$ cat src/rtl/spd_pkg.sv
`timescale 1ns / 1ps
package spd_pkg;

  // Frame layout and limits
  localparam int MAX_PACKET  = 128;
  localparam int MAX_RESULTS = 20;
  localparam int HDR_BYTES   = 5;
  localparam int REC_BYTES   = 6;
  localparam int MIN_LENGTH  = 6;

  localparam int BYTE_W   = 8;
  localparam int LEN_W    = $clog2(MAX_PACKET + 1);
  localparam int RCNT_W   = $clog2(MAX_RESULTS + 1);
  localparam int RIDX_W   = $clog2(MAX_RESULTS);
  localparam int RBYTE_W  = $clog2(REC_BYTES);
  localparam int REC_W    = REC_BYTES * BYTE_W;
  localparam int ASM_W    = (REC_BYTES - 1) * BYTE_W;
  localparam int KIND_W   = 2;
  localparam int ID_W     = 16;
  localparam int VALUE_W  = 32;

  localparam logic [BYTE_W-1:0] SYNC_BYTE    = 8'hFF;
  localparam logic [BYTE_W-1:0] MSG_DATA     = 8'd1;
  localparam logic [BYTE_W-1:0] MSG_SEND_ALL = 8'd2;

  // Event kinds on the result channel
  localparam logic [KIND_W-1:0] EVT_RECORD   = 2'd0;
  localparam logic [KIND_W-1:0] EVT_SEND_ALL = 2'd1;
  localparam logic [KIND_W-1:0] EVT_RESEND   = 2'd2;

  typedef enum logic [3:0] {
    ST_SYNC0,
    ST_SYNC1,
    ST_MSG,
    ST_LEN_LO,
    ST_LEN_HI,
    ST_BODY,
    ST_REC_RD,
    ST_OUT
  } spd_state_t;

  typedef struct packed {
    logic              start;
    logic              add_sum;
    logic              ld_msg;
    logic              ld_len_lo;
    logic              ld_len_hi;
    logic              body;
    logic              ld_evt;
    logic [KIND_W-1:0] evt_kind;
    logic              load_rec;
    logic              next_rec;
  } spd_cmd_t;

  typedef struct packed {
    logic is_sync;
    logic len_ok;
    logic at_ck;
    logic sum_ok;
    logic msg_data;
    logic msg_all;
    logic has_rec;
    logic out_last;
  } spd_stat_t;

endpackage

$ cat src/rtl/spd_in_if.sv
`timescale 1ns / 1ps
interface spd_in_if;
  import spd_pkg::*;

  logic              valid;
  logic              ready;
  logic [BYTE_W-1:0] rx_byte;

  modport source (output valid, output rx_byte, input ready);
  modport sink (input valid, input rx_byte, output ready);
endinterface

$ cat src/rtl/spd_out_if.sv
`timescale 1ns / 1ps
interface spd_out_if;
  import spd_pkg::*;

  logic               valid;
  logic               ready;
  logic [KIND_W-1:0]  event_kind;
  logic [ID_W-1:0]    record_id;
  logic [VALUE_W-1:0] record_value;
  logic               last;

  modport source (output valid, output event_kind, output record_id,
                  output record_value, output last, input ready);
  modport sink (input valid, input event_kind, input record_id,
                input record_value, input last, output ready);
endinterface

$ cat src/rtl/spd_dp.sv
`timescale 1ns / 1ps
module spd_dp (
  input  logic                       clk,
  input  logic                       rst_n,
  input  logic [spd_pkg::BYTE_W-1:0] in_byte,
  input  spd_pkg::spd_cmd_t          cmd,
  output spd_pkg::spd_stat_t         stat,
  output logic [spd_pkg::KIND_W-1:0] out_kind,
  output logic [spd_pkg::ID_W-1:0]   out_id,
  output logic [spd_pkg::VALUE_W-1:0] out_value,
  output logic                       out_last
);
  import spd_pkg::*;

  logic [BYTE_W-1:0]  sum_r;
  logic [BYTE_W-1:0]  msg_r;
  logic [BYTE_W-1:0]  len_lo_r;
  logic [LEN_W-1:0]   len_r;
  logic [LEN_W-1:0]   pos_r;
  logic [RBYTE_W-1:0] rec_byte_r;
  logic [RCNT_W-1:0]  rec_cnt_r;
  logic [RIDX_W-1:0]  rd_idx_r;
  logic [ASM_W-1:0]   asm_r;
  logic [KIND_W-1:0]  kind_r;
  logic [ID_W-1:0]    id_r;
  logic [VALUE_W-1:0] value_r;
  logic               last_r;
  logic [REC_W-1:0]   rec_mem [MAX_RESULTS];

  logic [2*BYTE_W-1:0] len_full;
  logic                rec_done;
  logic                rec_room;

  assign len_full = {in_byte, len_lo_r};
  assign rec_done = cmd.body && (rec_byte_r == RBYTE_W'(REC_BYTES - 1));
  assign rec_room = rec_cnt_r < RCNT_W'(MAX_RESULTS);

  // Status toward the controller
  always_comb begin
    stat.is_sync  = in_byte == SYNC_BYTE;
    stat.len_ok   = (len_full <= (2*BYTE_W)'(MAX_PACKET)) &&
                    (len_full >= (2*BYTE_W)'(MIN_LENGTH));
    stat.at_ck    = (pos_r + LEN_W'(1)) == len_r;
    stat.sum_ok   = in_byte == sum_r;
    stat.msg_data = msg_r == MSG_DATA;
    stat.msg_all  = msg_r == MSG_SEND_ALL;
    stat.has_rec  = rec_cnt_r != '0;
    stat.out_last = last_r;
  end

  // Frame counters and record bookkeeping
  always_ff @(posedge clk) begin
    if (!rst_n) begin
      rec_byte_r <= '0;
      rec_cnt_r  <= '0;
      rd_idx_r   <= '0;
    end else if (cmd.start) begin
      rec_byte_r <= '0;
      rec_cnt_r  <= '0;
      rd_idx_r   <= '0;
    end else begin
      if (cmd.body) begin
        if (rec_done) begin
          rec_byte_r <= '0;
          if (rec_room) begin
            rec_cnt_r <= rec_cnt_r + RCNT_W'(1);
          end
        end else begin
          rec_byte_r <= rec_byte_r + RBYTE_W'(1);
        end
      end
      if (cmd.next_rec) begin
        rd_idx_r <= rd_idx_r + RIDX_W'(1);
      end
    end
  end

  // Header fields, checksum and byte position
  always_ff @(posedge clk) begin
    if (cmd.start) begin
      sum_r <= SYNC_BYTE;
    end else if (cmd.add_sum) begin
      sum_r <= sum_r + in_byte;
    end
    if (cmd.ld_msg) begin
      msg_r <= in_byte;
    end
    if (cmd.ld_len_lo) begin
      len_lo_r <= in_byte;
    end
    if (cmd.ld_len_hi) begin
      len_r <= len_full[LEN_W-1:0];
      pos_r <= LEN_W'(HDR_BYTES);
    end else if (cmd.body) begin
      pos_r <= pos_r + LEN_W'(1);
    end
    if (cmd.body) begin
      asm_r <= {in_byte, asm_r[ASM_W-1:BYTE_W]};
    end
  end

  // Store each whole record, little-endian byte order
  always_ff @(posedge clk) begin
    if (rec_done && rec_room) begin
      rec_mem[rec_cnt_r[RIDX_W-1:0]] <= {in_byte, asm_r};
    end
  end

  // Result register: event or record read from the store
  always_ff @(posedge clk) begin
    if (cmd.ld_evt) begin
      kind_r  <= cmd.evt_kind;
      id_r    <= '0;
      value_r <= '0;
      last_r  <= 1'b1;
    end else if (cmd.load_rec) begin
      kind_r            <= EVT_RECORD;
      {value_r, id_r}   <= rec_mem[rd_idx_r];
      last_r            <= (RCNT_W'(rd_idx_r) + RCNT_W'(1)) == rec_cnt_r;
    end
  end

  assign out_kind  = kind_r;
  assign out_id    = id_r;
  assign out_value = value_r;
  assign out_last  = last_r;

endmodule

$ cat src/rtl/spd_ctrl.sv
`timescale 1ns / 1ps
module spd_ctrl (
  input  logic               clk,
  input  logic               rst_n,
  input  logic               in_valid,
  output logic               in_ready,
  output logic               out_valid,
  input  logic               out_ready,
  input  spd_pkg::spd_stat_t stat,
  output spd_pkg::spd_cmd_t  cmd
);
  import spd_pkg::*;

  spd_state_t state_r;
  spd_state_t state_nxt;
  logic       in_acc;

  assign in_acc = in_valid && in_ready;

  // State register
  always_ff @(posedge clk) begin
    if (!rst_n) begin
      state_r <= ST_SYNC0;
    end else begin
      state_r <= state_nxt;
    end
  end

  // Next state and commands
  always_comb begin
    state_nxt = state_r;
    cmd       = '0;
    in_ready  = 1'b0;
    out_valid = 1'b0;
    case (state_r)
      ST_SYNC0: begin
        in_ready = 1'b1;
        if (in_acc && stat.is_sync) begin
          cmd.start = 1'b1;
          state_nxt = ST_SYNC1;
        end
      end
      ST_SYNC1: begin
        in_ready = 1'b1;
        if (in_acc) begin
          if (stat.is_sync) begin
            cmd.add_sum = 1'b1;
            state_nxt   = ST_MSG;
          end else begin
            state_nxt = ST_SYNC0;
          end
        end
      end
      ST_MSG: begin
        in_ready = 1'b1;
        if (in_acc) begin
          cmd.ld_msg  = 1'b1;
          cmd.add_sum = 1'b1;
          state_nxt   = ST_LEN_LO;
        end
      end
      ST_LEN_LO: begin
        in_ready = 1'b1;
        if (in_acc) begin
          cmd.ld_len_lo = 1'b1;
          cmd.add_sum   = 1'b1;
          state_nxt     = ST_LEN_HI;
        end
      end
      ST_LEN_HI: begin
        in_ready = 1'b1;
        if (in_acc) begin
          if (stat.len_ok) begin
            cmd.ld_len_hi = 1'b1;
            cmd.add_sum   = 1'b1;
            state_nxt     = ST_BODY;
          end else begin
            state_nxt = ST_SYNC0;
          end
        end
      end
      ST_BODY: begin
        in_ready = 1'b1;
        if (in_acc) begin
          if (!stat.at_ck) begin
            cmd.body    = 1'b1;
            cmd.add_sum = 1'b1;
          end else if (!stat.sum_ok) begin
            cmd.ld_evt   = 1'b1;
            cmd.evt_kind = EVT_RESEND;
            state_nxt    = ST_OUT;
          end else if (stat.msg_all) begin
            cmd.ld_evt   = 1'b1;
            cmd.evt_kind = EVT_SEND_ALL;
            state_nxt    = ST_OUT;
          end else if (stat.msg_data && stat.has_rec) begin
            state_nxt = ST_REC_RD;
          end else begin
            state_nxt = ST_SYNC0;
          end
        end
      end
      ST_REC_RD: begin
        cmd.load_rec = 1'b1;
        state_nxt    = ST_OUT;
      end
      ST_OUT: begin
        out_valid = 1'b1;
        if (out_ready) begin
          if (stat.out_last) begin
            state_nxt = ST_SYNC0;
          end else begin
            cmd.next_rec = 1'b1;
            state_nxt    = ST_REC_RD;
          end
        end
      end
      default: begin
        state_nxt = ST_SYNC0;
      end
    endcase
  end

`ifndef SYNTHESIS
  a_no_overlap: assert property (@(posedge clk) disable iff (!rst_n)
    !(in_ready && out_valid))
    else $error("input taken while a result is pending");

  a_bad_sum_resend: assert property (@(posedge clk) disable iff (!rst_n)
    (state_r == ST_BODY && in_acc && stat.at_ck && !stat.sum_ok)
      |=> (state_r == ST_OUT && stat.out_last))
    else $error("checksum mismatch did not raise a resend beat");

  a_read_then_out: assert property (@(posedge clk) disable iff (!rst_n)
    (state_r == ST_REC_RD) |=> (state_r == ST_OUT))
    else $error("record read not followed by output");

  a_last_ends_frame: assert property (@(posedge clk) disable iff (!rst_n)
    (out_valid && out_ready && stat.out_last) |=> (state_r == ST_SYNC0))
    else $error("last beat did not return to hunting");
`endif

endmodule

$ cat src/rtl/serial_packet_deframer_core.sv
`timescale 1ns / 1ps
// Channel  Dir  Handshake      Beat contents
// in_ch    in   valid / ready  rx_byte
// out_ch   out  valid / ready  event_kind, record_id, record_value, last
//
// Received bytes are accepted in every parsing state; input is held off while results drain.
// After the checksum byte: a resend or send-all event is presented in the following cycle.
// Each data record is read from the record store, then presented as an output beat.
// Reset is synchronous, active low; the record store needs no clearing pass.
// A stall on out_ch holds the current beat and keeps in_ch ready low.
module serial_packet_deframer_core (
  input  logic clk,
  input  logic rst_n,
  spd_in_if.sink    in_ch,
  spd_out_if.source out_ch
);
  import spd_pkg::*;

  spd_cmd_t  cmd;
  spd_stat_t stat;

  spd_ctrl u_ctrl (
    .clk       (clk),
    .rst_n     (rst_n),
    .in_valid  (in_ch.valid),
    .in_ready  (in_ch.ready),
    .out_valid (out_ch.valid),
    .out_ready (out_ch.ready),
    .stat      (stat),
    .cmd       (cmd)
  );

  spd_dp u_dp (
    .clk       (clk),
    .rst_n     (rst_n),
    .in_byte   (in_ch.rx_byte),
    .cmd       (cmd),
    .stat      (stat),
    .out_kind  (out_ch.event_kind),
    .out_id    (out_ch.record_id),
    .out_value (out_ch.record_value),
    .out_last  (out_ch.last)
  );

endmodule
$ cat src/flat_wrapper.sv
// flat-port wrapper written by rule: the top's interface ports become plain ports
module serial_packet_deframer_core_flat import spd_pkg::*;
  (clk, rst_n, in_ch_valid, in_ch_rx_byte, in_ch_ready, out_ch_valid, out_ch_event_kind, out_ch_record_id, out_ch_record_value, out_ch_last, out_ch_ready);
  spd_in_if in_ch_i ();
  spd_out_if out_ch_i ();
  input  logic clk;
  input  logic rst_n;
  input wire logic [$bits(in_ch_i.valid)-1:0] in_ch_valid;
  input wire logic [$bits(in_ch_i.rx_byte)-1:0] in_ch_rx_byte;
  output wire logic [$bits(in_ch_i.ready)-1:0] in_ch_ready;
  output wire logic [$bits(out_ch_i.valid)-1:0] out_ch_valid;
  output wire logic [$bits(out_ch_i.event_kind)-1:0] out_ch_event_kind;
  output wire logic [$bits(out_ch_i.record_id)-1:0] out_ch_record_id;
  output wire logic [$bits(out_ch_i.record_value)-1:0] out_ch_record_value;
  output wire logic [$bits(out_ch_i.last)-1:0] out_ch_last;
  input wire logic [$bits(out_ch_i.ready)-1:0] out_ch_ready;
  assign in_ch_i.valid = in_ch_valid;
  assign in_ch_i.rx_byte = in_ch_rx_byte;
  assign in_ch_ready = in_ch_i.ready;
  assign out_ch_valid = out_ch_i.valid;
  assign out_ch_event_kind = out_ch_i.event_kind;
  assign out_ch_record_id = out_ch_i.record_id;
  assign out_ch_record_value = out_ch_i.record_value;
  assign out_ch_last = out_ch_i.last;
  assign out_ch_i.ready = out_ch_ready;
  serial_packet_deframer_core u_core (.clk(clk), .rst_n(rst_n), .in_ch(in_ch_i), .out_ch(out_ch_i));
endmodule
$ cat config.mk
export PLATFORM = sky130hd
export DESIGN_NAME = serial_packet_deframer_core_flat
export DESIGN_NICKNAME = d
export VERILOG_FILES = /design/src/rtl/spd_pkg.sv /design/src/rtl/spd_in_if.sv /design/src/rtl/spd_out_if.sv /design/src/rtl/spd_dp.sv /design/src/rtl/spd_ctrl.sv /design/src/rtl/serial_packet_deframer_core.sv /design/src/flat_wrapper.sv
export SDC_FILE = /design/constraint.sdc
export NUM_CORES = 1
export LEC_CHECK = 0
export ABC_CLOCK_PERIOD_IN_PS = 13150
export BUFFER_PORTS_ARGS = -buffer_cell sky130_fd_sc_hd__buf_2
export CAP_MARGIN = 20
export CORE_ASPECT_RATIO = 1.25
export CORE_MARGIN = 8
export CORE_UTILIZATION = 51
export DETAILED_ROUTE_END_ITERATION = 10
export GPL_ROUTABILITY_DRIVEN = 1
export PLACE_DENSITY = 0.69
export SETUP_SLACK_MARGIN = 0.4
export SLEW_MARGIN = 20
export SYNTH_ARGS = -nofsm -noshare
export SYNTH_HDL_FRONTEND = slang
export SYNTH_SLANG_ARGS = --single-unit
$ cat constraint.sdc
create_clock -name clk -period 13.15 [get_ports clk]
set_clock_uncertainty 0.1 [all_clocks]
set_input_delay 3.945 -clock clk [delete_from_list [all_inputs] [get_ports clk]]
set_output_delay 3.945 -clock clk [all_outputs]
set_load 0.1 [all_outputs]
Word level (Yosys, flattened, before mapping)
Memory sizes are Yosys's and may differ from the RTL's. A register that Yosys moved wholly into a read port is not among the register bits.
Cells that the tools add are included.
{"block": "totals", "regBits": 100, "mem_bits_rw": 960, "input_bits": 12, "out_inout_bits": 53, "wordCells": 102, "memories": 1}
{"block": "classes", "add_sub_neg": 5, "order_cmp": 3, "n_eq_ne": 22, "mux": 45, "bitwise": 1, "reduce_logical": 13}
{"memory": "u_core.u_dp.rec_mem", "depth": 20, "word_bits": 48, "read_ports": 1, "rd_clocked_by_memory_dff": 1, "write_ports": 1, "line_no": "spd_dp.sv:28", "rtl": "logic [REC_W-1:0] rec_mem [MAX_RESULTS];"}
{"cell": "$mux 4", "n": 12}
{"cell": "$pmux 4 s8", "n": 1}
{"cell": "$mux 3", "n": 7}
{"cell": "$mux 1", "n": 20}
{"cell": "$eq 4x3->1 const B", "n": 4}
{"cell": "$eq 8x8->1", "n": 2}
{"cell": "$ge 16x3->1 const B", "n": 1}
{"cell": "$le 16x8->1 const B", "n": 1}
{"cell": "$ne 2x2->1 const B", "n": 8}
{"cell": "$add 5x1->5 const B", "n": 2}
{"cell": "$add 8x1->8 const B", "n": 1}
{"cell": "$add 8x8->8", "n": 1}
{"cell": "$eq 4x2->1 const B", "n": 2}
{"cell": "$eq 8x1->1 const B", "n": 1}
{"cell": "$eq 8x2->1 const B", "n": 1}
{"cell": "$eq 8x8->1 const B", "n": 1}
{"cell": "$mux 2", "n": 4}
{"cell": "$reduce_and 8->1", "n": 1}
{"cell": "$logic_and 1x1->1", "n": 6}
{"cell": "$reduce_or 6->1", "n": 1}
{"cell": "$eq 5x5->1", "n": 1}
{"cell": "$lt 5x5->1 const B", "n": 1}
{"cell": "$pmux 1 s5", "n": 1}
{"cell": "$reduce_bool 5->1", "n": 1}
{"cell": "8 further kinds", "n": 8}

Logic depth before layout (Yosys ltp)
Gate-level depths: netlist of the first run.
{"block": "depth", "ltp_word": 10, "mapped_depth": 9, "mapped_depth_nobuf": 9}

Cells and area by module
Synthesis of the first run repeated with hierarchy kept, for this count alone.
{"block": "unflattened", "cells_unflattened": 2038, "hier_area_um2": 42391.9}
{"module": "spd_dp", "instances": 1, "cells_per_inst": 1972, "area_per_inst_um2": 41954.0, "seq_area_each_um2": 32371.0}
{"module": "spd_ctrl", "instances": 1, "cells_per_inst": 66, "area_per_inst_um2": 437.9, "seq_area_each_um2": 60.1}

Least setup slack after synthesis of the first run
Ideal clock, no wire load.
{"block": "synth_timing", "kind": "in2reg", "start": "input port in_ch_valid", "end": "memory u_core.u_dp.rec_mem[4][0] (netlist bit) (enable)", "setup_time_ns": 0.454, "arrival_time_ns": 7.700, "required_time_ns": 12.596, "path_slack_ns": 4.896, "path_stages": 7, "path_buffers": 2, "cell_sequence": "clkbuf_1 nand2_1 a31o_1 inv_2 buf_2 nand3_1 nor2_1"}
{"item": "start, declared", "line_no": "flat_wrapper.sv:8", "rtl": "input wire logic [$bits(in_ch_i.valid)-1:0] in_ch_valid;"}
{"item": "end, declared", "line_no": "spd_dp.sv:28"}

Worst setup path in the final report of the first run
{"block": "layout_timing", "start": "input port in_ch_valid", "end": "memory u_core.u_dp.rec_mem[12][7] (netlist bit) (enable)"}
{"block": "layout_via", "elab_chain_len": 7}
{"item": "$logic_and 1x1->1", "line_no": "spd_ctrl.sv:18", "rtl": "assign in_acc = in_valid && in_ready;"}
{"item": "$mux 4", "line_no": "spd_ctrl.sv:84", "rtl": "if (in_acc) begin"}
{"item": "$mux 4", "line_no": "spd_ctrl.sv:35", "rtl": "case (state_r)"}
{"item": "$logic_and 1x1->1", "line_no": "spd_dp.sv:35", "rtl": "assign rec_done = cmd.body && (rec_byte_r == RBYTE_W'(REC_BYTES - 1));"}
{"item": "$logic_and 1x1->1", "line_no": "spd_dp.sv:104", "rtl": "if (rec_done && rec_room) begin"}
{"item": "$mux 1", "line_no": "spd_dp.sv:104"}
{"item": "$mux 1 (implied by the code)", "line_no": "spd_dp.sv:105", "rtl": "rec_mem[rec_cnt_r[RIDX_W-1:0]] <= {in_byte, asm_r};"}
Every way passes these cells.

==> insert_results.sql, run 1 <==
INSERT INTO impl_metrics (metric_group, metric, value, unit) VALUES
('outcome', 'outcome', 'complete, no violations', ''),
('synthesis', 'syn_avg_cell_area', '21.7', 'um^2'),
('clock_tree', 'post_cts.repair.setup_buffers', '0', ''),
('grt', 'grt_start_max_net_pins', '116', ''),
('layout', 'syn_to_final_growth', '12.1', '%'),
('clock_tree', 'root_buffer', 'sky130_fd_sc_hd__clkbuf_16', ''),
('route', 'routed_wl', '88000', 'um'),
('setup_path', 'critical-path-slowest-cell', 'sky130_fd_sc_hd__and2_4', ''),
('sta', 'worst-slew-pin-transition', '1.09', 'ns'),
('sta', 'timing.setup.tns', '0', 'ns'),
('clock_tree', 'clockBufferDepth', '3', ''),
('power_and_ir_drop', 'design_power_total', '7.61', 'mW'),
('die', 'die_area', '92300', 'um^2'),
('synthesis', 'synth_nets', '1975', ''),
('synthesis', 'synth-edff-count', '1026', ''),
('clock_tree', 'clock_sink_count', '1107', ''),
('route', 'drtAntennaViolNets', '0', ''),
('power_and_ir_drop', 'peakVddDrop', '131', 'uV'),
('die', 'die_height', '338', 'um'),
('grt', 'globalRoute.totalOverflow', '0', ''),
('setup_path', 'worstPathArrival', '7.06', 'ns'),
('setup_path', 'crit_path_max_incr_delay', '0.84', 'ns'),
('clock_tree', 'ctsHoldBuffers', '0', ''),
('route', 'vias_per_cell', '6.09', ''),
('placed_design', 'dp_cells', '3015', ''),
('setup_path', 'critPathRequiredTime', '13.33', 'ns'),
('placed_design', 'place_congestion', '0.804', ''),
('synthesis', 'synth.ff_latch_count', '1107', ''),
('job', 'maxCapViolCount', '0', ''),
('clock_tree', 'h-tree-depth', '3', ''),
('die', 'die_w', '273', 'um'),
('layout', 'final_net_count', '2068', ''),
('sta', 'worst_slack', '6.26', 'ns'),
('route', 'routed_wire_length_per_instance', '27.4', 'um'),
('synthesis', 'synth.yosys.seq_area_share', '76.8', '%'),
('layout', 'ratio_of_cells_with_drive_above_1_in_the_final_layout', '26.7', '%'),
('die', 'core-area', '82400', 'um^2'),
('setup_path', 'reg2reg_start', 'u_core.u_dp.pos_r[0]', ''),
('synthesis', 'synth_async_sr_flop_share', '0', '%'),
('sta', 'finalHoldViolations', '0', ''),
('grt', 'track_usage', '19.2', '%'),
('worst_hold_path', 'timing.hold.worst_path_depth', '0', ''),
('clock_tree', 'number_of_buffers_created_by_cts', '102', ''),
('clock_tree', 'clock_tree_from_tritoncts', 'built', ''),
('worst_hold_path', 'holdCritPathClass', 'reg2reg', ''),
('power_and_ir_drop', 'cellPowerDensity', '161', 'nW/um^2'),
('setup_path', 'regToRegSetupSlack', '8.42', 'ns'),
('route', 'vias', '19600', ''),
('synthesis', 'post_synthesis_instance_total', '1947', ''),
('layout', 'finalCoreUtilization', '57.5', '%'),
('placed_design', 'dp_hpwl', '46500', 'um'),
('route', 'initialDrtViolationCount', '1834', ''),
('grt', 'grt_pass1_vias', '20700', ''),
('sta', 'setup_violations', '0', ''),
('synthesis', 'post_synth_num_cell_types', '57', ''),
('placed_design', 'place_ws', '5.64', 'ns'),
('die', 'initial_core_util', '51.3', '%'),
('sta', 'final.hold.worst_slack', '0.358', 'ns'),
('power_and_ir_drop', 'power.leakage', '14.7', 'nW'),
('worst_hold_path', 'min_delay_worst_endpoint', 'u_core.u_dp.len_r[3]', ''),
('grt', 'grt_first_pass_wirelength', '133000', 'um'),
('sta', 'timing.final.crit_period', '6.89', 'ns'),
('layout', 'most-common-layout-cells', 'sky130_fd_sc_hd__edfxtp_1 (1026), sky130_fd_sc_hd__mux4_2 (287), sky130_fd_sc_hd__clkbuf_16 (105)', ''),
('placed_design', 'postPlaceCellArea', '43800', 'um^2'),
('sta', 'max_clock_freq', '0.145', 'GHz'),
('sta', 'setup_repair_after_global_routing_missed_its_margin', 'false', ''),
('clock_tree', 'cts_repair_resize_count', '0', ''),
('clock_tree', 'clkSlewWorstSetupHoldPaths', '0.06', 'ns'),
('synthesis', 'synthFlopType', 'sky130_fd_sc_hd__edfxtp_1', ''),
('setup_path', 'reg2regPathDepth', '9', ''),
('setup_path', 'critPathKind', 'in2reg', '');
flip-flops by register name, summed over array words and instances, names as in the netlist, 8 cells and up:
register	cells
u_core.u_dp.len_r	8
u_core.u_dp.pos_r	8
u_core.u_dp.out_value	32
u_core.u_dp.sum_r	8
u_core.u_dp.rec_mem	960
u_core.u_dp.len_lo_r	8
u_core.u_dp.out_id	16
u_core.u_dp.msg_r	8
u_core.u_dp.asm_r	40
routing by layer:
metal	wire length [um]	GRT usage (%)	vias to the layer above	part of all wire, %
met5	0	0	-	0
met4	1690	5.06	0	1.9
met3	5450	2.89	119	6.2
met2	45300	33.1	705	52
met1	35500	25.7	10400	40
li1	-	-	8287	-
Yosys cell counts (8+ instances only):
library cell / count / area (um^2)
sky130_fd_sc_hd__nor2b_1: 8 / 50.1
sky130_fd_sc_hd__edfxtp_1: 1026 / 30800
sky130_fd_sc_hd__mux4_2: 287 / 6460
sky130_fd_sc_hd__nand4_1: 10 / 62.6
sky130_fd_sc_hd__nand2_1: 26 / 97.6
sky130_fd_sc_hd__a21oi_1: 22 / 110
sky130_fd_sc_hd__nand3_1: 13 / 65.1
sky130_fd_sc_hd__nor4_1: 9 / 56.3
sky130_fd_sc_hd__xor2_1: 14 / 123
sky130_fd_sc_hd__nor3_1: 10 / 50.1
sky130_fd_sc_hd__nor2_1: 43 / 161
sky130_fd_sc_hd__ha_1: 15 / 188
sky130_fd_sc_hd__o21ai_0: 18 / 90.1
sky130_fd_sc_hd__buf_2: 22 / 110
sky130_fd_sc_hd__and2_1: 9 / 56.3
sky130_fd_sc_hd__inv_1: 62 / 233
sky130_fd_sc_hd__clkbuf_1: 59 / 221
sky130_fd_sc_hd__buf_1: 16 / 60.1
sky130_fd_sc_hd__nand2b_1: 11 / 68.8
sky130_fd_sc_hd__o22ai_1: 48 / 300
sky130_fd_sc_hd__dfxtp_1: 81 / 1620
sky130_fd_sc_hd__mux2i_1: 56 / 561
sky130_fd_sc_hd__xnor2_1: 8 / 70.1
critical path, delay by kind of cell:
family                 cells  cell delay [ns]
buffers and inverters      3             1.19
AO/OA/AOI/OAI              1             0.45
AND/OR/NAND/NOR            3             1.41
area by class of cell:
cell class                      count  area, um^2  share of cell area (%)
Clock buffer                      125        2720                    5.75
Inverter                           63         236                   0.500
Multi-Input combinational cell    678        9280                    19.6
Clock inverter                     69         767                    1.62
Timing Repair Buffer               88         533                    1.13
Sequential cell                  1107       32400                    68.5
Tap cell                         1080        1350                    2.85
power breakdown:
| part | total (mW) | internal [mW] | leakage, nW | switching [mW] |
|---|---|---|---|---|
| combinational | 0.667 | 0.121 | 3.07 | 0.546 |
| sequential | 3.92 | 3.87 | 9.88 | 0.0449 |
| clock | 3.03 | 1.76 | 1.71 | 1.27 |
| total | 7.61 | 5.75 | 14.7 | 1.86 |
how the worst max path moves through the flow:
stage           startpoint                     endpoint  depth (start not counted)
2_1_floorplan  in_ch_valid    u_core.u_dp.rec_mem[4][0]                          7
3_3_place_gp   in_ch_valid   u_core.u_dp.rec_mem[9][10]                          7
3_5_place_dp   in_ch_valid  u_core.u_dp.rec_mem[11][28]                          7
4_1_cts        in_ch_valid   u_core.u_dp.rec_mem[8][31]                          7
5_1_grt        in_ch_valid  u_core.u_dp.rec_mem[10][10]                          7
6_report       in_ch_valid   u_core.u_dp.rec_mem[12][7]                          7
cells by family (layout without fill, tap and decap cells):
kind of cell / count (synthesis) / after routing / synth area share (%)
DFF: 1107 / 1107 / 76.8
and+or+nand+nor: 169 / 169 / 2.11
adders and majority gates: 16 / 16 / 0.492
buffers and inverters: 162 / 345 / 1.53
AOI/OAI and AO/OA: 128 / 128 / 1.98
muxes: 343 / 343 / 16.6
xor gates and xnor gates: 22 / 22 / 0.456
Power figures use the tool's default switching activity.
==> run 2, diff against run 1 <==
--- a/config.mk
+++ b/config.mk
@@ -5,7 +5,7 @@
 export SDC_FILE = /design/constraint.sdc
 export NUM_CORES = 1
 export LEC_CHECK = 0
-export ABC_CLOCK_PERIOD_IN_PS = 13150
+export ABC_CLOCK_PERIOD_IN_PS = 7100
 export BUFFER_PORTS_ARGS = -buffer_cell sky130_fd_sc_hd__buf_2
 export CAP_MARGIN = 20
 export CORE_ASPECT_RATIO = 1.25
==> constraint.sdc (replaced) <==
create_clock -name clk -period 7.1 [get_ports clk]
set_clock_uncertainty 0.1 [all_clocks]
set_input_delay 2.13 -clock clk [delete_from_list [all_inputs] [get_ports clk]]
set_output_delay 2.13 -clock clk [all_outputs]
set_load 0.1 [all_outputs]
==> insert_results.sql, run 2 (synthesized netlist as in run 1, its figures left out) <==
INSERT INTO impl_metrics (metric_group, metric, value, unit) VALUES
('worst_hold_path', 'holdCritPathClass', 'reg2reg', ''),
('clock_tree', 'number_of_buffers_created_by_cts', '103', ''),
('die', 'fp-row-count', '118', ''),
('die', 'initial_core_util', '51.3', '%'),
('clock_tree', 'root_buffer', 'sky130_fd_sc_hd__clkbuf_16', ''),
('grt', 'globalRoute.totalOverflow', '0', ''),
('layout', 'ratio_of_cells_with_drive_above_1_in_the_final_layout', '26.6', '%'),
('layout', 'finalCoreUtilization', '57.4', '%'),
('layout', 'largest_reg_flops', '960', ''),
('setup_path', 'worstPathArrival', '5.41', 'ns'),
('placed_design', 'dp_hpwl', '47500', 'um'),
('grt', 'grt_start_max_net_pins', '94', ''),
('sta', 'finalHoldViolations', '0', ''),
('power_and_ir_drop', 'peakVddDrop', '224', 'uV'),
('route', 'vias_per_cell', '6.06', ''),
('setup_path', 'critical_path_buf_inv_count', '3', ''),
('grt', 'track_usage', '19.3', '%'),
('power_and_ir_drop', 'cellPowerDensity', '295', 'nW/um^2'),
('grt', 'grt_antenna_before_repair', '0', ''),
('power_and_ir_drop', 'power.leakage', '14.6', 'nW'),
('die', 'num_io_pins', '65', ''),
('sta', 'final_max_slew_viol_count', '0', ''),
('layout', 'final_net_count', '2075', ''),
('outcome', 'outcome', 'complete, no violations', ''),
('die', 'die_height', '338', 'um'),
('layout', 'most-common-layout-cells', 'sky130_fd_sc_hd__edfxtp_1 (1026), sky130_fd_sc_hd__mux4_2 (287), sky130_fd_sc_hd__clkbuf_16 (107)', ''),
('clock_tree', 'post_cts.repair.setup_buffers', '0', ''),
('die', 'core-area', '82400', 'um^2'),
('setup_path', 'worstPathCellList', 'buf_2, nand2_1, a31o_1, inv_2, nand4b_1, nor2_4, buf_4', ''),
('route', 'drtAntennaViolNets', '0', ''),
('route', 'initialDrtViolationCount', '1718', ''),
('grt', 'grt_pass1_vias', '20600', ''),
('layout', 'leading_cell_type_in_the_layout_fill_and_taps_excluded', 'sky130_fd_sc_hd__edfxtp_1', ''),
('route', 'first_pass_iters', '5', ''),
('sta', 'timing.max_slew.rel_slack', '29.6', '%'),
('sta', 'setup_repair_after_global_routing_missed_its_margin', 'false', ''),
('clock_tree', 'clkSlewWorstSetupHoldPaths', '0.06', 'ns'),
('die', 'die_area', '92300', 'um^2'),
('layout', 'syn_to_final_growth', '12.1', '%'),
('job', 'maxCapViolCount', '0', ''),
('layout', 'num-fill-cells', '5911', ''),
('sta', 'timing.setup.tns', '0', 'ns'),
('setup_path', 'critPathKind', 'in2reg', ''),
('setup_path', 'critical-path-slowest-cell', 'sky130_fd_sc_hd__nor2_4', ''),
('route', 'routed_wl', '88400', 'um'),
('setup_path', 'critPathRequiredTime', '7.32', 'ns'),
('clock_tree', 'clk-insertion-delay-late', '0.66', 'ns'),
('sta', 'max_clock_freq', '0.193', 'GHz'),
('route', 'vias', '19500', ''),
('setup_path', 'critPathLaunchType', 'input pin', ''),
('clock_tree', 'clockBufferDepth', '3', ''),
('sta', 'worst-slew-pin-transition', '1.05', 'ns'),
('clock_tree', 'clock_sink_count', '1107', ''),
('setup_path', 'crit_path_max_incr_delay', '0.95', 'ns'),
('clock_tree', 'clock_tree_from_tritoncts', 'built', ''),
('grt', 'grt_first_pass_wirelength', '133000', 'um'),
('clock_tree', 'h-tree-depth', '3', ''),
('sta', 'timing.final.crit_period', '5.19', 'ns'),
('placed_design', 'place_congestion', '0.841', ''),
('sta', 'final_min_period_over_clock_period', '73.1', '%'),
('sta', 'setup_violations', '0', ''),
('setup_path', 'crit_path_end_kind', 'flop', ''),
('placed_design', 'io_buffer_count', '64', ''),
('route', 'drc', '0', ''),
('die', 'die_w', '273', 'um'),
('clock_tree', 'cts_repair_resize_count', '0', ''),
('route', 'routed_wire_length_per_instance', '27.5', 'um'),
('setup_path', 'timing.critical_path.max_delay_family', 'simple AND/OR/NAND/NOR gates', ''),
('clock_tree', 'ctsHoldBuffers', '0', ''),
('layout', 'antennaDiodeCount', '0', ''),
('setup_path', 'critical_path.max_fanout', '27', '');
[run 2: cell types whose count changed in the layout (fill, tap and decap cells not counted), sizes merged]
cell,change
buf,+6
bufinv,-4
clkbuf,+6
clkinv,-4
clkinvlp,+3
inv,-1
[run 2: cell type report]
| class | count | area [um^2] | area share (%) |
|---|---|---|---|
| clock buffer | 131 | 2790 | 5.89 |
| tap | 1080 | 1350 | 2.86 |
| inverter | 63 | 236 | 0.500 |
| multi-input combinational | 678 | 9280 | 19.6 |
| clock inverter | 63 | 593 | 1.25 |
| sequential | 1107 | 32400 | 68.6 |
| timing repair buffer | 94 | 633 | 1.34 |
[run 2: path summary, 6_finish.rpt]
kind,startpoint,end,slack [ns],cells after the start
worst max-delay path,in_ch_valid,u_core.u_dp.rec_mem[17][30],1.91,7
worst min-delay path,u_core.u_dp.len_lo_r[4],u_core.u_dp.len_r[4],0.35,0
worst max register to register,u_core.u_dp.pos_r[0],u_core.u_dp.rec_mem[17][30],2.31,9
worst min register to register,u_core.u_dp.len_lo_r[4],u_core.u_dp.len_r[4],0.35,0
[run 2: report_power, final]
part	leakage, nW	switching, mW	total [mW]	internal, mW
logic	3.11	1.01	1.24	0.225
registers	9.88	0.0844	7.25	7.17
clock network	1.64	2.33	5.48	3.15
total	14.6	3.43	14.0	10.5
[run 2: through the flow]
| stage | setup WS, ns | total power, mW | cell area [um^2] | hold slack, ns | instances |
|---|---|---|---|---|---|
| CTS | 1.91 | 14.1 | 47300 | 0.351 | 3216 |
| detailed placement | 1.26 | 8.64 | 43900 | 0.337 | 3022 |
| floorplan | 0.661 | 8.42 | 42200 | 0.327 | 1947 |
| finish | 1.91 | 14.0 | 47300 | 0.350 | 3216 |
| global placement | 1.31 | 8.62 | 43900 | 0.332 | 3022 |
| global route | 1.71 | 14.4 | 47300 | 0.355 | 3216 |
[run 2: routing by layer]
metal | wire length (um) | vias up | GRT usage [%]
met5 | 0 | - | 0
met3 | 5080 | 129 | 2.68
met4 | 1820 | 0 | 5.05
li1 | - | 8315 | -
met1 | 35400 | 10400 | 25.5
met2 | 46100 | 667 | 33.6
[run 2: worst reg2reg max path, stage by stage, from the launching register on]
cell and delay (ns):
sky130_fd_sc_hd__dfxtp_1 0.43, sky130_fd_sc_hd__ha_1 0.30, sky130_fd_sc_hd__nand3_1 0.21, sky130_fd_sc_hd__o21ba_2 0.25
sky130_fd_sc_hd__o2111a_1 0.29, sky130_fd_sc_hd__a31o_1 0.44, sky130_fd_sc_hd__inv_2 0.53, sky130_fd_sc_hd__nand4b_1 0.51
sky130_fd_sc_hd__nor2_4 0.95, sky130_fd_sc_hd__buf_4 0.43
==> run 3, diff against run 2 <==
--- a/config.mk
+++ b/config.mk
@@ -5,7 +5,7 @@
 export SDC_FILE = /design/constraint.sdc
 export NUM_CORES = 1
 export LEC_CHECK = 0
-export ABC_CLOCK_PERIOD_IN_PS = 7100
+export ABC_CLOCK_PERIOD_IN_PS = 4700
 export BUFFER_PORTS_ARGS = -buffer_cell sky130_fd_sc_hd__buf_2
 export CAP_MARGIN = 20
 export CORE_ASPECT_RATIO = 1.25
@@ -13,7 +13,7 @@
 export CORE_UTILIZATION = 51
 export DETAILED_ROUTE_END_ITERATION = 10
 export GPL_ROUTABILITY_DRIVEN = 1
-export PLACE_DENSITY = 0.69
+export PLACE_DENSITY = 0.71
 export SETUP_SLACK_MARGIN = 0.4
 export SLEW_MARGIN = 20
 export SYNTH_ARGS = -nofsm -noshare
==> constraint.sdc (replaced) <==
create_clock -name clk -period 4.7 [get_ports clk]
set_clock_uncertainty 0.1 [all_clocks]
set_input_delay 1.41 -clock clk [delete_from_list [all_inputs] [get_ports clk]]
set_output_delay 1.41 -clock clk [all_outputs]
set_load 0.1 [all_outputs]
==> insert_results.sql, run 3 (synthesized netlist as in run 1, its figures left out) <==
INSERT INTO impl_metrics (metric_group, metric, value, unit) VALUES
('setup_path', 'worstPathArrival', '4.15', 'ns'),
('route', 'routed_wire_length_per_instance', '28.7', 'um'),
('sta', 'setup_repair_after_global_routing_missed_its_margin', 'false', ''),
('placed_design', 'io_buffer_count', '64', ''),
('route', 'first_pass_iters', '5', ''),
('route', 'drc', '0', ''),
('placed_design', 'dp_hpwl', '52500', 'um'),
('sta', 'timing.max_slew.rel_slack', '31.0', '%'),
('sta', 'final_min_period_over_clock_period', '82.9', '%'),
('layout', 'antennaDiodeCount', '0', ''),
('die', 'initial_core_util', '51.3', '%'),
('clock_tree', 'clockBufferDepth', '3', ''),
('sta', 'finalHoldViolations', '0', ''),
('setup_path', 'worst_path_most_repeated_cell', 'sky130_fd_sc_hd__nand3_1', ''),
('worst_hold_path', 'min_delay_worst_endpoint', 'u_core.u_dp.len_r[6]', ''),
('layout', 'ratio_of_cells_with_drive_above_1_in_the_final_layout', '27.8', '%'),
('placed_design', 'postPlaceCellArea', '44600', 'um^2'),
('sta', 'setup_violations', '0', ''),
('grt', 'grt_first_pass_wirelength', '139000', 'um'),
('layout', 'num-fill-cells', '5779', ''),
('die', 'fp-row-count', '118', ''),
('clock_tree', 'cts_repair_resize_count', '0', ''),
('worst_hold_path', 'timing.hold.worst_path_depth', '0', ''),
('layout', 'most-common-layout-cells', 'sky130_fd_sc_hd__edfxtp_1 (1026), sky130_fd_sc_hd__mux4_2 (287), sky130_fd_sc_hd__clkbuf_16 (103)', ''),
('clock_tree', 'post_cts.repair.setup_buffers', '0', ''),
('worst_hold_path', 'holdCritPathClass', 'reg2reg', ''),
('sta', 'worst-slew-pin-transition', '1.03', 'ns'),
('power_and_ir_drop', 'cellPowerDensity', '439', 'nW/um^2'),
('route', 'drtAntennaViolNets', '0', ''),
('layout', 'leading_cell_type_in_the_layout_fill_and_taps_excluded', 'sky130_fd_sc_hd__edfxtp_1', ''),
('route', 'routed_wl', '93400', 'um'),
('clock_tree', 'clkSlewWorstSetupHoldPaths', '0.06', 'ns'),
('grt', 'grt_antenna_before_repair', '0', ''),
('setup_path', 'critical-path-slowest-cell', 'sky130_fd_sc_hd__nor2_4', ''),
('clock_tree', 'clk-insertion-delay-late', '0.67', 'ns'),
('setup_path', 'critPathKind', 'reg2reg', ''),
('sta', 'final.hold.worst_slack', '0.352', 'ns'),
('worst_hold_path', 'timing.hold.worst.start', 'u_core.u_dp.len_lo_r[6]', ''),
('placed_design', 'place_congestion', '0.855', ''),
('setup_path', 'reg2regPathDepth', '9', ''),
('job', 'maxCapViolCount', '0', ''),
('grt', 'grt_start_max_net_pins', '59', ''),
('clock_tree', 'number_of_buffers_created_by_cts', '101', ''),
('clock_tree', 'h-tree-depth', '3', ''),
('grt', 'grt_pass1_vias', '20900', ''),
('sta', 'final_max_slew_viol_count', '0', ''),
('grt', 'globalRoute.totalOverflow', '0', ''),
('power_and_ir_drop', 'power.leakage', '14.9', 'nW'),
('setup_path', 'reg2reg_start', 'u_core.u_dp.pos_r[0]', ''),
('setup_path', 'critPathLaunchType', 'flop', ''),
('setup_path', 'critPathRequiredTime', '4.96', 'ns'),
('setup_path', 'worstPathCellList', 'ha_1, nand3_1, o21ba_2, o2111a_1, a31o_1, inv_2, nand3_1, nor2_4, buf_12', ''),
('sta', 'timing.final.crit_period', '3.90', 'ns'),
('grt', 'track_usage', '20.3', '%'),
('die', 'die_area', '92300', 'um^2'),
('die', 'die_height', '338', 'um'),
('layout', 'final_net_count', '2113', ''),
('route', 'initialDrtViolationCount', '1919', ''),
('placed_design', 'dp_cells', '3062', ''),
('die', 'die_w', '273', 'um'),
('setup_path', 'crit_path_max_incr_delay', '0.58', 'ns'),
('route', 'vias', '20100', ''),
('layout', 'final_design_area_no_fill', '47800', 'um^2'),
('clock_tree', 'root_buffer', 'sky130_fd_sc_hd__clkbuf_16', ''),
('die', 'num_io_pins', '65', ''),
('outcome', 'outcome', 'complete, no violations', ''),
('layout', 'finish.cell_count_without_fillers', '3251', ''),
('power_and_ir_drop', 'peakVddDrop', '348', 'uV'),
('setup_path', 'regToRegSetupSlack', '0.80', 'ns'),
('route', 'vias_per_cell', '6.18', ''),
('layout', 'syn_to_final_growth', '13.3', '%'),
('die', 'core-area', '82400', 'um^2'),
('setup_path', 'r2r_end', 'u_core.u_dp.rec_mem[4][15]', ''),
('setup_path', 'crit_path_end_kind', 'flop', ''),
('clock_tree', 'ctsHoldBuffers', '0', ''),
('setup_path', 'critical_path.max_fanout', '25', ''),
('sta', 'max_clock_freq', '0.257', 'GHz'),
('layout', 'largest_reg_flops', '960', ''),
('clock_tree', 'clock_tree_from_tritoncts', 'built', ''),
('clock_tree', 'clock_sink_count', '1107', '');
[run 3: changes by cell type in the layout (fill, tap and decap cells not counted)]
cell                         previous run  this run
sky130_fd_sc_hd__clkinv_8               2         0
sky130_fd_sc_hd__inv_8                  1         0
sky130_fd_sc_hd__inv_16                 0         2
sky130_fd_sc_hd__clkbuf_1              22        23
sky130_fd_sc_hd__clkbuf_8               2         6
sky130_fd_sc_hd__buf_4                 23        38
sky130_fd_sc_hd__clkinvlp_4             7         4
sky130_fd_sc_hd__buf_12                 7        32
sky130_fd_sc_hd__bufinv_16             10         9
sky130_fd_sc_hd__clkbuf_16            107       103
sky130_fd_sc_hd__clkinv_1              21        19
sky130_fd_sc_hd__inv_6                  1         2
[run 3: worst max-delay path: cells and delay by family, from the launching register on]
family	cells	cell delay (ns)
and+or+nand+nor	3	1.15
DFF	1	0.42
adders and majority gates	1	0.30
AOI/OAI and AO/OA	3	1.04
buffers and inverters	2	0.57
[run 3: report_power, final]
| part | total, mW | switching [mW] | internal, mW |
|---|---|---|---|
| combinational | 1.88 | 1.54 | 0.341 |
| clock | 8.17 | 3.55 | 4.63 |
| sequential | 11.0 | 0.129 | 10.8 |
[run 3: cell type report]
type | instances | area (um^2) | area share [%]
Clock buffer | 132 | 2750 | 5.74
Clock inverter | 57 | 538 | 1.12
Inverter | 63 | 236 | 0.494
Multi-Input combinational cell | 678 | 9280 | 19.4
Sequential cell | 1107 | 32400 | 67.8
Tap cell | 1080 | 1350 | 2.82
Timing Repair Buffer | 134 | 1250 | 2.60
[run 3: worst max-delay path by stage]
| stage | startpoint | endpoint | slack, ns |
|---|---|---|---|
| global route | u_core.u_dp.pos_r[0] | u_core.u_dp.rec_mem[4][21] | 0.67 |
| global placement | in_ch_valid | u_core.u_dp.rec_mem[4][2] | 0.63 |
| finish | u_core.u_dp.pos_r[0] | u_core.u_dp.rec_mem[4][15] | 0.80 |
| floorplan | in_ch_valid | u_core.u_dp.rec_mem[16][0] | -0.25 |
| CTS | u_core.u_dp.pos_r[0] | u_core.u_dp.rec_mem[4][21] | 0.83 |
| detailed placement | in_ch_valid | u_core.u_dp.rec_mem[4][11] | 0.55 |
[run 3: metrics by stage]
stage / utilization (%) / setup TNS [ns] / setup WS [ns] / power, mW
after floorplan: - / -47.33 / -0.247 / 12.7
after global placement: 54.1 / 0 / 0.631 / 13.0
after detailed placement: 54.1 / 0 / 0.546 / 13.1
after CTS: 58.1 / 0 / 0.835 / 21.2
after global routing: 58.1 / 0 / 0.668 / 21.6
final: 58.1 / 0 / 0.804 / 21.0
[run 3: routing by layer]
layer / share of wire, % / vias to the layer above / global-route usage (%)
met3: 6.3 / 132 / 3.11
met2: 52 / 816 / 35.2
met4: 2.2 / 0 / 5.73
met5: 0 / - / 0
li1: - / 8381 / -
met1: 39 / 10800 / 26.8
